$ cat src/rtl/core/bdr_pkg.sv
`default_nettype none
// ----------------------------------------------------------------------------
// bdr_pkg
// Types and constants shared by the button debounce with repeat unit.
// ----------------------------------------------------------------------------
package bdr_pkg;

  localparam int THRESH_W  = 16;
  localparam int COUNT_W   = 17;
  localparam int CFG_IDX_W = 2;

  localparam logic [COUNT_W-1:0] COUNT_MAX = {COUNT_W{1'b1}};

  localparam logic [CFG_IDX_W-1:0] REG_RISE   = 2'd0;
  localparam logic [CFG_IDX_W-1:0] REG_FALL   = 2'd1;
  localparam logic [CFG_IDX_W-1:0] REG_REPEAT = 2'd2;

  typedef enum logic [3:0] {
    PH_STEADY_LOW  = 4'b0001,
    PH_RISING      = 4'b0010,
    PH_STEADY_HIGH = 4'b0100,
    PH_FALLING     = 4'b1000
  } phase_t;

  typedef struct packed {
    logic sample_level;
    logic ack_change;
    logic ack_repeat;
  } in_t;

  typedef struct packed {
    logic debounced_level;
    logic change_pending;
    logic held_event;
  } out_t;

  typedef struct packed {
    logic [THRESH_W-1:0] rise_threshold;
    logic [THRESH_W-1:0] fall_threshold;
    logic [THRESH_W-1:0] repeat_threshold;
  } cfg_t;

endpackage
`default_nettype wire

$ cat src/rtl/core/bdr_cfg.sv
`default_nettype none
// ----------------------------------------------------------------------------
// bdr_cfg
// Threshold register file, written through the configuration channel.
// ----------------------------------------------------------------------------
module bdr_cfg
  import bdr_pkg::*;
(
  input  wire logic                 clk,
  input  wire logic                 rst,
  input  wire logic                 wr_en,
  input  wire logic [CFG_IDX_W-1:0] wr_index,
  input  wire logic [THRESH_W-1:0]  wr_data,
  output cfg_t                      cfg
);

  always_ff @(posedge clk) begin
    if (rst) begin
      cfg <= '0;
    end else if (wr_en) begin
      case (wr_index)
        REG_RISE: begin
          cfg.rise_threshold <= wr_data;
        end
        REG_FALL: begin
          cfg.fall_threshold <= wr_data;
        end
        REG_REPEAT: begin
          cfg.repeat_threshold <= wr_data;
        end
        default: begin
        end
      endcase
    end
  end

endmodule
`default_nettype wire

$ cat src/rtl/core/bdr_fsm.sv
`default_nettype none
// ----------------------------------------------------------------------------
// bdr_fsm
// Debounce phase machine with tick counter and change flag.
// ----------------------------------------------------------------------------
module bdr_fsm
  import bdr_pkg::*;
(
  input  wire logic clk,
  input  wire logic rst,
  input  wire cfg_t cfg,
  input  wire logic load,
  input  wire in_t  item,
  output out_t      result
);

  phase_t             phase, phase_next;
  logic [COUNT_W-1:0] tick_count, count_next, count_inc;
  logic               change_flag, change_flag_next, flag_step;
  logic               high_now;
  logic               rep_on;
  logic [COUNT_W-1:0] rise_lim, fall_lim, rep_lim;

  assign rise_lim  = {1'b0, cfg.rise_threshold};
  assign fall_lim  = {1'b0, cfg.fall_threshold};
  assign rep_lim   = {1'b0, cfg.repeat_threshold};
  assign rep_on    = (cfg.repeat_threshold != '0);
  assign count_inc = (tick_count == COUNT_MAX) ? tick_count : tick_count + 1'b1;

  always_comb begin
    phase_next = phase;
    count_next = tick_count;
    flag_step  = change_flag;
    case (phase)
      PH_STEADY_LOW: begin
        if (item.sample_level) begin
          phase_next = PH_RISING;
          count_next = '0;
        end else if (rep_on) begin
          if (count_inc > rep_lim) begin
            flag_step  = 1'b1;
            count_next = '0;
          end else begin
            count_next = count_inc;
          end
        end
      end
      PH_RISING: begin
        if (!item.sample_level) begin
          phase_next = PH_STEADY_LOW;
          count_next = '0;
        end else if (count_inc > rise_lim) begin
          phase_next = PH_STEADY_HIGH;
          flag_step  = 1'b1;
          count_next = '0;
        end else begin
          count_next = count_inc;
        end
      end
      PH_STEADY_HIGH: begin
        if (!item.sample_level) begin
          phase_next = PH_FALLING;
          count_next = '0;
        end else if (rep_on) begin
          if (count_inc > rep_lim) begin
            flag_step  = 1'b1;
            count_next = '0;
          end else begin
            count_next = count_inc;
          end
        end
      end
      PH_FALLING: begin
        if (item.sample_level) begin
          phase_next = PH_STEADY_HIGH;
          count_next = '0;
        end else if (count_inc > fall_lim) begin
          phase_next = PH_STEADY_LOW;
          flag_step  = 1'b1;
          count_next = '0;
        end else begin
          count_next = count_inc;
        end
      end
      default: begin
        phase_next = PH_STEADY_LOW;
        count_next = '0;
      end
    endcase
  end

  assign high_now = (phase_next == PH_STEADY_HIGH);

  assign result.debounced_level = high_now || (phase_next == PH_FALLING);
  assign result.change_pending  = flag_step;
  assign result.held_event      = high_now && flag_step;

  assign change_flag_next = flag_step && !item.ack_change && !(item.ack_repeat && high_now);

  always_ff @(posedge clk) begin
    if (rst) begin
      phase       <= PH_STEADY_LOW;
      tick_count  <= '0;
      change_flag <= 1'b0;
    end else if (load) begin
      phase       <= phase_next;
      tick_count  <= count_next;
      change_flag <= change_flag_next;
    end
  end

endmodule
`default_nettype wire

$ cat src/rtl/core/button_debounce_with_repeat_unit.sv
`default_nettype none
// ----------------------------------------------------------------------------
// button_debounce_with_repeat_unit
// Button debouncer with auto-repeat, one sample per transaction.
// ----------------------------------------------------------------------------
// Each input transaction carries one raw button sample plus two acknowledge
// bits and yields exactly one result transaction: debounced level, change
// flag and held-repeat event. Throughput is one transaction per cycle while
// results are taken; an accepted sample reaches the output register in the
// following cycle, when the phase machine and tick counter update too. The
// output register lets a new sample in while a result waits, as long as that
// result is taken in the same cycle. Thresholds are written over the
// configuration channel, which is always ready; write only while idle.
// ----------------------------------------------------------------------------
module button_debounce_with_repeat_unit
  import bdr_pkg::*;
(
  input  wire logic                 clk,
  input  wire logic                 rst,
  input  wire logic                 in_valid,
  output logic                      in_ready,
  input  wire in_t                  in_data,
  output logic                      out_valid,
  input  wire logic                 out_ready,
  output out_t                      out_data,
  input  wire logic                 cfg_valid,
  output logic                      cfg_ready,
  input  wire logic [CFG_IDX_W-1:0] cfg_index,
  input  wire logic [THRESH_W-1:0]  cfg_data
);

  cfg_t cfg;
  out_t result;
  logic in_fire;

  assign cfg_ready = 1'b1;
  assign in_ready  = !out_valid || out_ready;
  assign in_fire   = in_valid && in_ready;

  bdr_cfg u_cfg (
    .clk      (clk),
    .rst      (rst),
    .wr_en    (cfg_valid && cfg_ready),
    .wr_index (cfg_index),
    .wr_data  (cfg_data),
    .cfg      (cfg)
  );

  bdr_fsm u_fsm (
    .clk    (clk),
    .rst    (rst),
    .cfg    (cfg),
    .load   (in_fire),
    .item   (in_data),
    .result (result)
  );

  always_ff @(posedge clk) begin
    if (rst) begin
      out_valid <= 1'b0;
    end else if (in_fire) begin
      out_valid <= 1'b1;
    end else if (out_ready) begin
      out_valid <= 1'b0;
    end
  end

  always_ff @(posedge clk) begin
    if (in_fire) begin
      out_data <= result;
    end
  end

`ifndef SYNTH
  a_fire_gives_result: assert property (@(posedge clk) disable iff (rst)
    in_fire |=> out_valid)
    else $error("accepted transaction produced no result");

  a_ready_when_empty: assert property (@(posedge clk) disable iff (rst)
    !out_valid |-> in_ready)
    else $error("input stalled with empty output register");

  a_held_consistent: assert property (@(posedge clk) disable iff (rst)
    out_valid && out_data.held_event |-> out_data.debounced_level && out_data.change_pending)
    else $error("held event without steady high level and pending change");
`endif

endmodule
`default_nettype wire

$ cat config.mk
export PLATFORM = sky130hd
export DESIGN_NAME = button_debounce_with_repeat_unit
export DESIGN_NICKNAME = d
export VERILOG_FILES = /design/src/rtl/core/bdr_pkg.sv /design/src/rtl/core/bdr_cfg.sv /design/src/rtl/core/bdr_fsm.sv /design/src/rtl/core/button_debounce_with_repeat_unit.sv
export SDC_FILE = /design/constraint.sdc
export NUM_CORES = 1
export LEC_CHECK = 0
export CAP_MARGIN = 15
export CELL_PAD_IN_SITES_DETAIL_PLACEMENT = 0
export CELL_PAD_IN_SITES_GLOBAL_PLACEMENT = 2
export CORE_UTILIZATION = 43
export CTS_BUF_LIST = sky130_fd_sc_hd__clkbuf_4
export CTS_CLUSTER_SIZE = 25
export DETAILED_ROUTE_END_ITERATION = 8
export DONT_BUFFER_PORTS = 1
export PLACE_DENSITY = 0.91
export SLEW_MARGIN = 20
export SYNTH_ARGS = -nofsm -noshare
export SYNTH_HDL_FRONTEND = slang
export SYNTH_SLANG_ARGS = --single-unit
$ cat constraint.sdc
create_clock -name clk -period 5.95 [get_ports clk]
set_input_delay 1.4875 -clock clk [delete_from_list [all_inputs] [get_ports clk]]
set_output_delay 1.4875 -clock clk [all_outputs]
set_load 0.03 [all_outputs]
==> flow_summary_export.csv <==
group,metric,value,unit
synthesis,syn_inst,569,
worst_setup_path,startpoint,"u_fsm.tick_count[3]",
worst_setup_path,path_delay_family,"simple AND/OR/NAND/NOR gates",
worst_setup_path,endpoint_kind,"register",
grt,grt_pass1_wl,18800,um
synthesis,yosysTopAreaCellShare,0.318,
grt,antenna_found_initial,0,
sta,whs,458,ps
cells_and_area,drive_above_1_share,0.0638,
clock_tree,ctsHoldBuffers,0,
clock_tree,htree_levels,3,
worst_setup_path,cp.required,6120,ps
worst_setup_path,r2r_slack,1220,ps
floorplan,placementRows,36,
cells_and_area,syn2layout_area_growth,6.04,%
routing,dr.pass1.iters,4,
synthesis,synth_area_leaders,"dfxtp_1, ha_1, nand2_1, a21oi_1, inv_1",
routing,route.met3.wl,477,um
synthesis,ys_types,61,
synthesis,yosysTopAreaCell,"dfxtp_1",
clock_tree,cts_setup_buffers,0,
sta,slew_violations,0,
clock_tree,clockRootBuffer,"clkbuf_4",
clock_tree,cts_sinks,74,
sta,fmax,0.212,GHz
worst_setup_path,critPathCapture,"out_data[0]",
synthesis,ys.flop_type,"dfxtp_1",
cells_and_area,seq_area,1510,um^2
synthesis,synthArstFlopShare,0,
worst_setup_path,worstPathArrival,4890,ps
clock_tree,cts_tree,"built",
clock_tree,cts-buffers-inserted,9,
routing,drc_errors,0,
routing,drt_wl_total,11300,um
clock_tree,path_clk_slew,120,ps
synthesis,synth.avg_cell_area,7.87,um^2
worst_setup_path,crit_type,"register to register",
place,gp_congestion,0.852,
worst_setup_path,r2r-start,"u_fsm.tick_count[3]",
power_and_ir_drop,leakage,0.00184,uW
synthesis,ys_top_cells_by_count,"nand2_1, a21oi_1, dfxtp_1",
routing,wl_met2,4920,um
clock_tree,clock_path_buffers,2,
grt,grt_max_degree,60,
job,max-cap-violations,0,
hold_path,hold_path.class,"register to register",
synthesis,synth_nets,644,
worst_setup_path,start_kind,"register",
routing,vias_per_cell,5.47,
sta,finalSetupTns,0,ps
sta,worstMarginPinSlew,870,ps
sta,period_needed,4730,ps
worst_setup_path,reg2reg_to,"out_data[0]",
cells_and_area,multiInputGateArea,2670,um^2
routing,num_vias,3814,
power_and_ir_drop,p_per_area,223,nW/um^2
clock_tree,cts_resized,0,
synthesis,syn_area,4480,um^2
synthesis,yosysWarnings,0,
routing,drtIter0Drc,185,
cells_and_area,finalNetCount,634,
cells_and_area,fillers,1040,
sta,max_slew_margin,0.405,
floorplan,start_util,0.452,
routing,ant_nets,0,
sta,setup_violations,0,
floorplan,die_w,104,um
power_and_ir_drop,ir_drop,0.134,mV
worst_setup_path,crit_cells,15,
floorplan,die_y,104,um
routing,post_drt_wl_per_cell,16.2,um
worst_setup_path,slowest_delay,780,ps
sta,rsz0062_at_grt,"false",
clock_tree,clk-insertion-delay-late,420,ps
worst_setup_path,rr_worst_depth,15,
grt,track_usage,0.221,
synthesis,ys_ff_latch,74,
worst_setup_path,crit_fanout,9,
floorplan,dieArea,10800,um^2
floorplan,core,9910,um^2
run_status,status,"finished, final reports clean",
sta,hold_viol_final,0,
worst_setup_path,slowest_stage,"a2111oi_0",
sta,period_share,0.794,
synthesis,yosysMostFrequentCell,"nand2_1",
worst_setup_path,cp_num_buf_inv,0,
routing,highest_layer,"met4",
floorplan,io_pins,32,
grt,overflow,0,
routing,m1WireLength,5730,um
synthesis,synth_edf_count,3,
worst_setup_path,crit_chain,"nand4_2 -> nor4_4 -> nand4_2 -> and3_4 -> and3_4 -> xor2_1 -> ha_1 -> a21oi_1 -> nor3_1 -> a2111oi_0 -> o2111ai_1 -> a21oi_1 -> nand2b_1 -> nand3_1 -> a21boi_0",
cells_and_area,insertedDiodeCount,0,
place,hpwl,8430,um
sta,fin_worst_skew,16.1,ps
grt,grt_pass1_vias,3784,
place,io_buffers,0,
synthesis,ys_seq_area_frac,0.338,
worst reg2reg max path, cell delays in order (launching register included):
cell and delay (ps):
dfxtp_1 500, nand4_2 200, nor4_4 390, nand4_2 280
and3_4 290, and3_4 180, xor2_1 320, ha_1 320
a21oi_1 140, nor3_1 60, a2111oi_0 780, o2111ai_1 220
a21oi_1 320, nand2b_1 210, nand3_1 120, a21boi_0 140
report_power, final:
part	switching, uW	internal [uW]
registers	16.5	514
logic	80.8	46.0
clock network	189	213
cell usage in the layout (no fill, tap or decap), types with 4 or more instances in the layout:
master,n
a31oi_1,5
a32o_1,13
ha_1,49
nand3_1,18
clkbuf_4,9
dfxtp_1,71
nand4_1,9
nor4_1,4
nand2_1,119
inv_1,56
and2_1,5
xnor2_1,12
a21oi_1,75
nor2b_1,6
o21ai_0,9
nor3_1,12
nor2_1,18
layer usage:
metal / vias to the layer above / GRT usage
li1: 1959 / -
met1: 1773 / 0.311
met2: 69 / 0.344
met3: 13 / 0.0414
met4: 0 / 0.0653
met5: - / 0
layout make-up:
type                            count  share of cell area
Clock buffer                        9              0.0142
Clock inverter                      7              0.0245
Inverter                           56              0.0443
Multi-Input combinational cell    417               0.562
Sequential cell                    74               0.318
Tap cell                          133              0.0351
Timing Repair Buffer                1             0.00158
flip-flops by register name, summed over array words and instances, names as in the netlist:
name and count:
u_fsm.change_flag 1, out_valid 1, out_data 3, u_fsm.tick_count 17, u_fsm.phase 4, u_cfg.cfg 48
worst min-delay path by stage:
stage / startpoint / end / slack [ps] / cells after the start
2_1_floorplan: u_cfg.cfg[17] / u_cfg.cfg[17] / 440 / 2
6_report: u_cfg.cfg[44] / u_cfg.cfg[44] / 460 / 2
3_3_place_gp: u_cfg.cfg[23] / u_cfg.cfg[23] / 440 / 2
3_5_place_dp: u_cfg.cfg[44] / u_cfg.cfg[44] / 440 / 2
4_1_cts: u_cfg.cfg[44] / u_cfg.cfg[44] / 460 / 2
5_1_grt: u_cfg.cfg[26] / u_cfg.cfg[26] / 480 / 2
kinds of logic after synthesis:
| logic type | Yosys count | share of synthesized area |
|---|---|---|
| buffers and inverters | 78 | 0.0690 |
| XOR/XNOR | 15 | 0.0294 |
| adder cells (fa/ha/maj) | 49 | 0.137 |
| multiplexers | 2 | 0.00475 |
| AO/OA/AOI/OAI | 129 | 0.183 |
| other | 1 | 0.000838 |
| flip-flops | 74 | 0.338 |
| AND/OR/NAND/NOR | 221 | 0.238 |
through the flow:
step | cells | setup slack, ps | area, um^2 | power, uW | util
after global routing | 697 | 897 | 4750 | 1110 | 0.479
after floorplan | 569 | 2150 | 4480 | 642 | -
after detailed placement | 681 | 1260 | 4560 | 668 | 0.460
after CTS | 697 | 1230 | 4740 | 1070 | 0.478
after global placement | 681 | 1390 | 4560 | 667 | 0.460
final | 697 | 1220 | 4750 | 1060 | 0.479
Power figures use the tool's default switching activity.
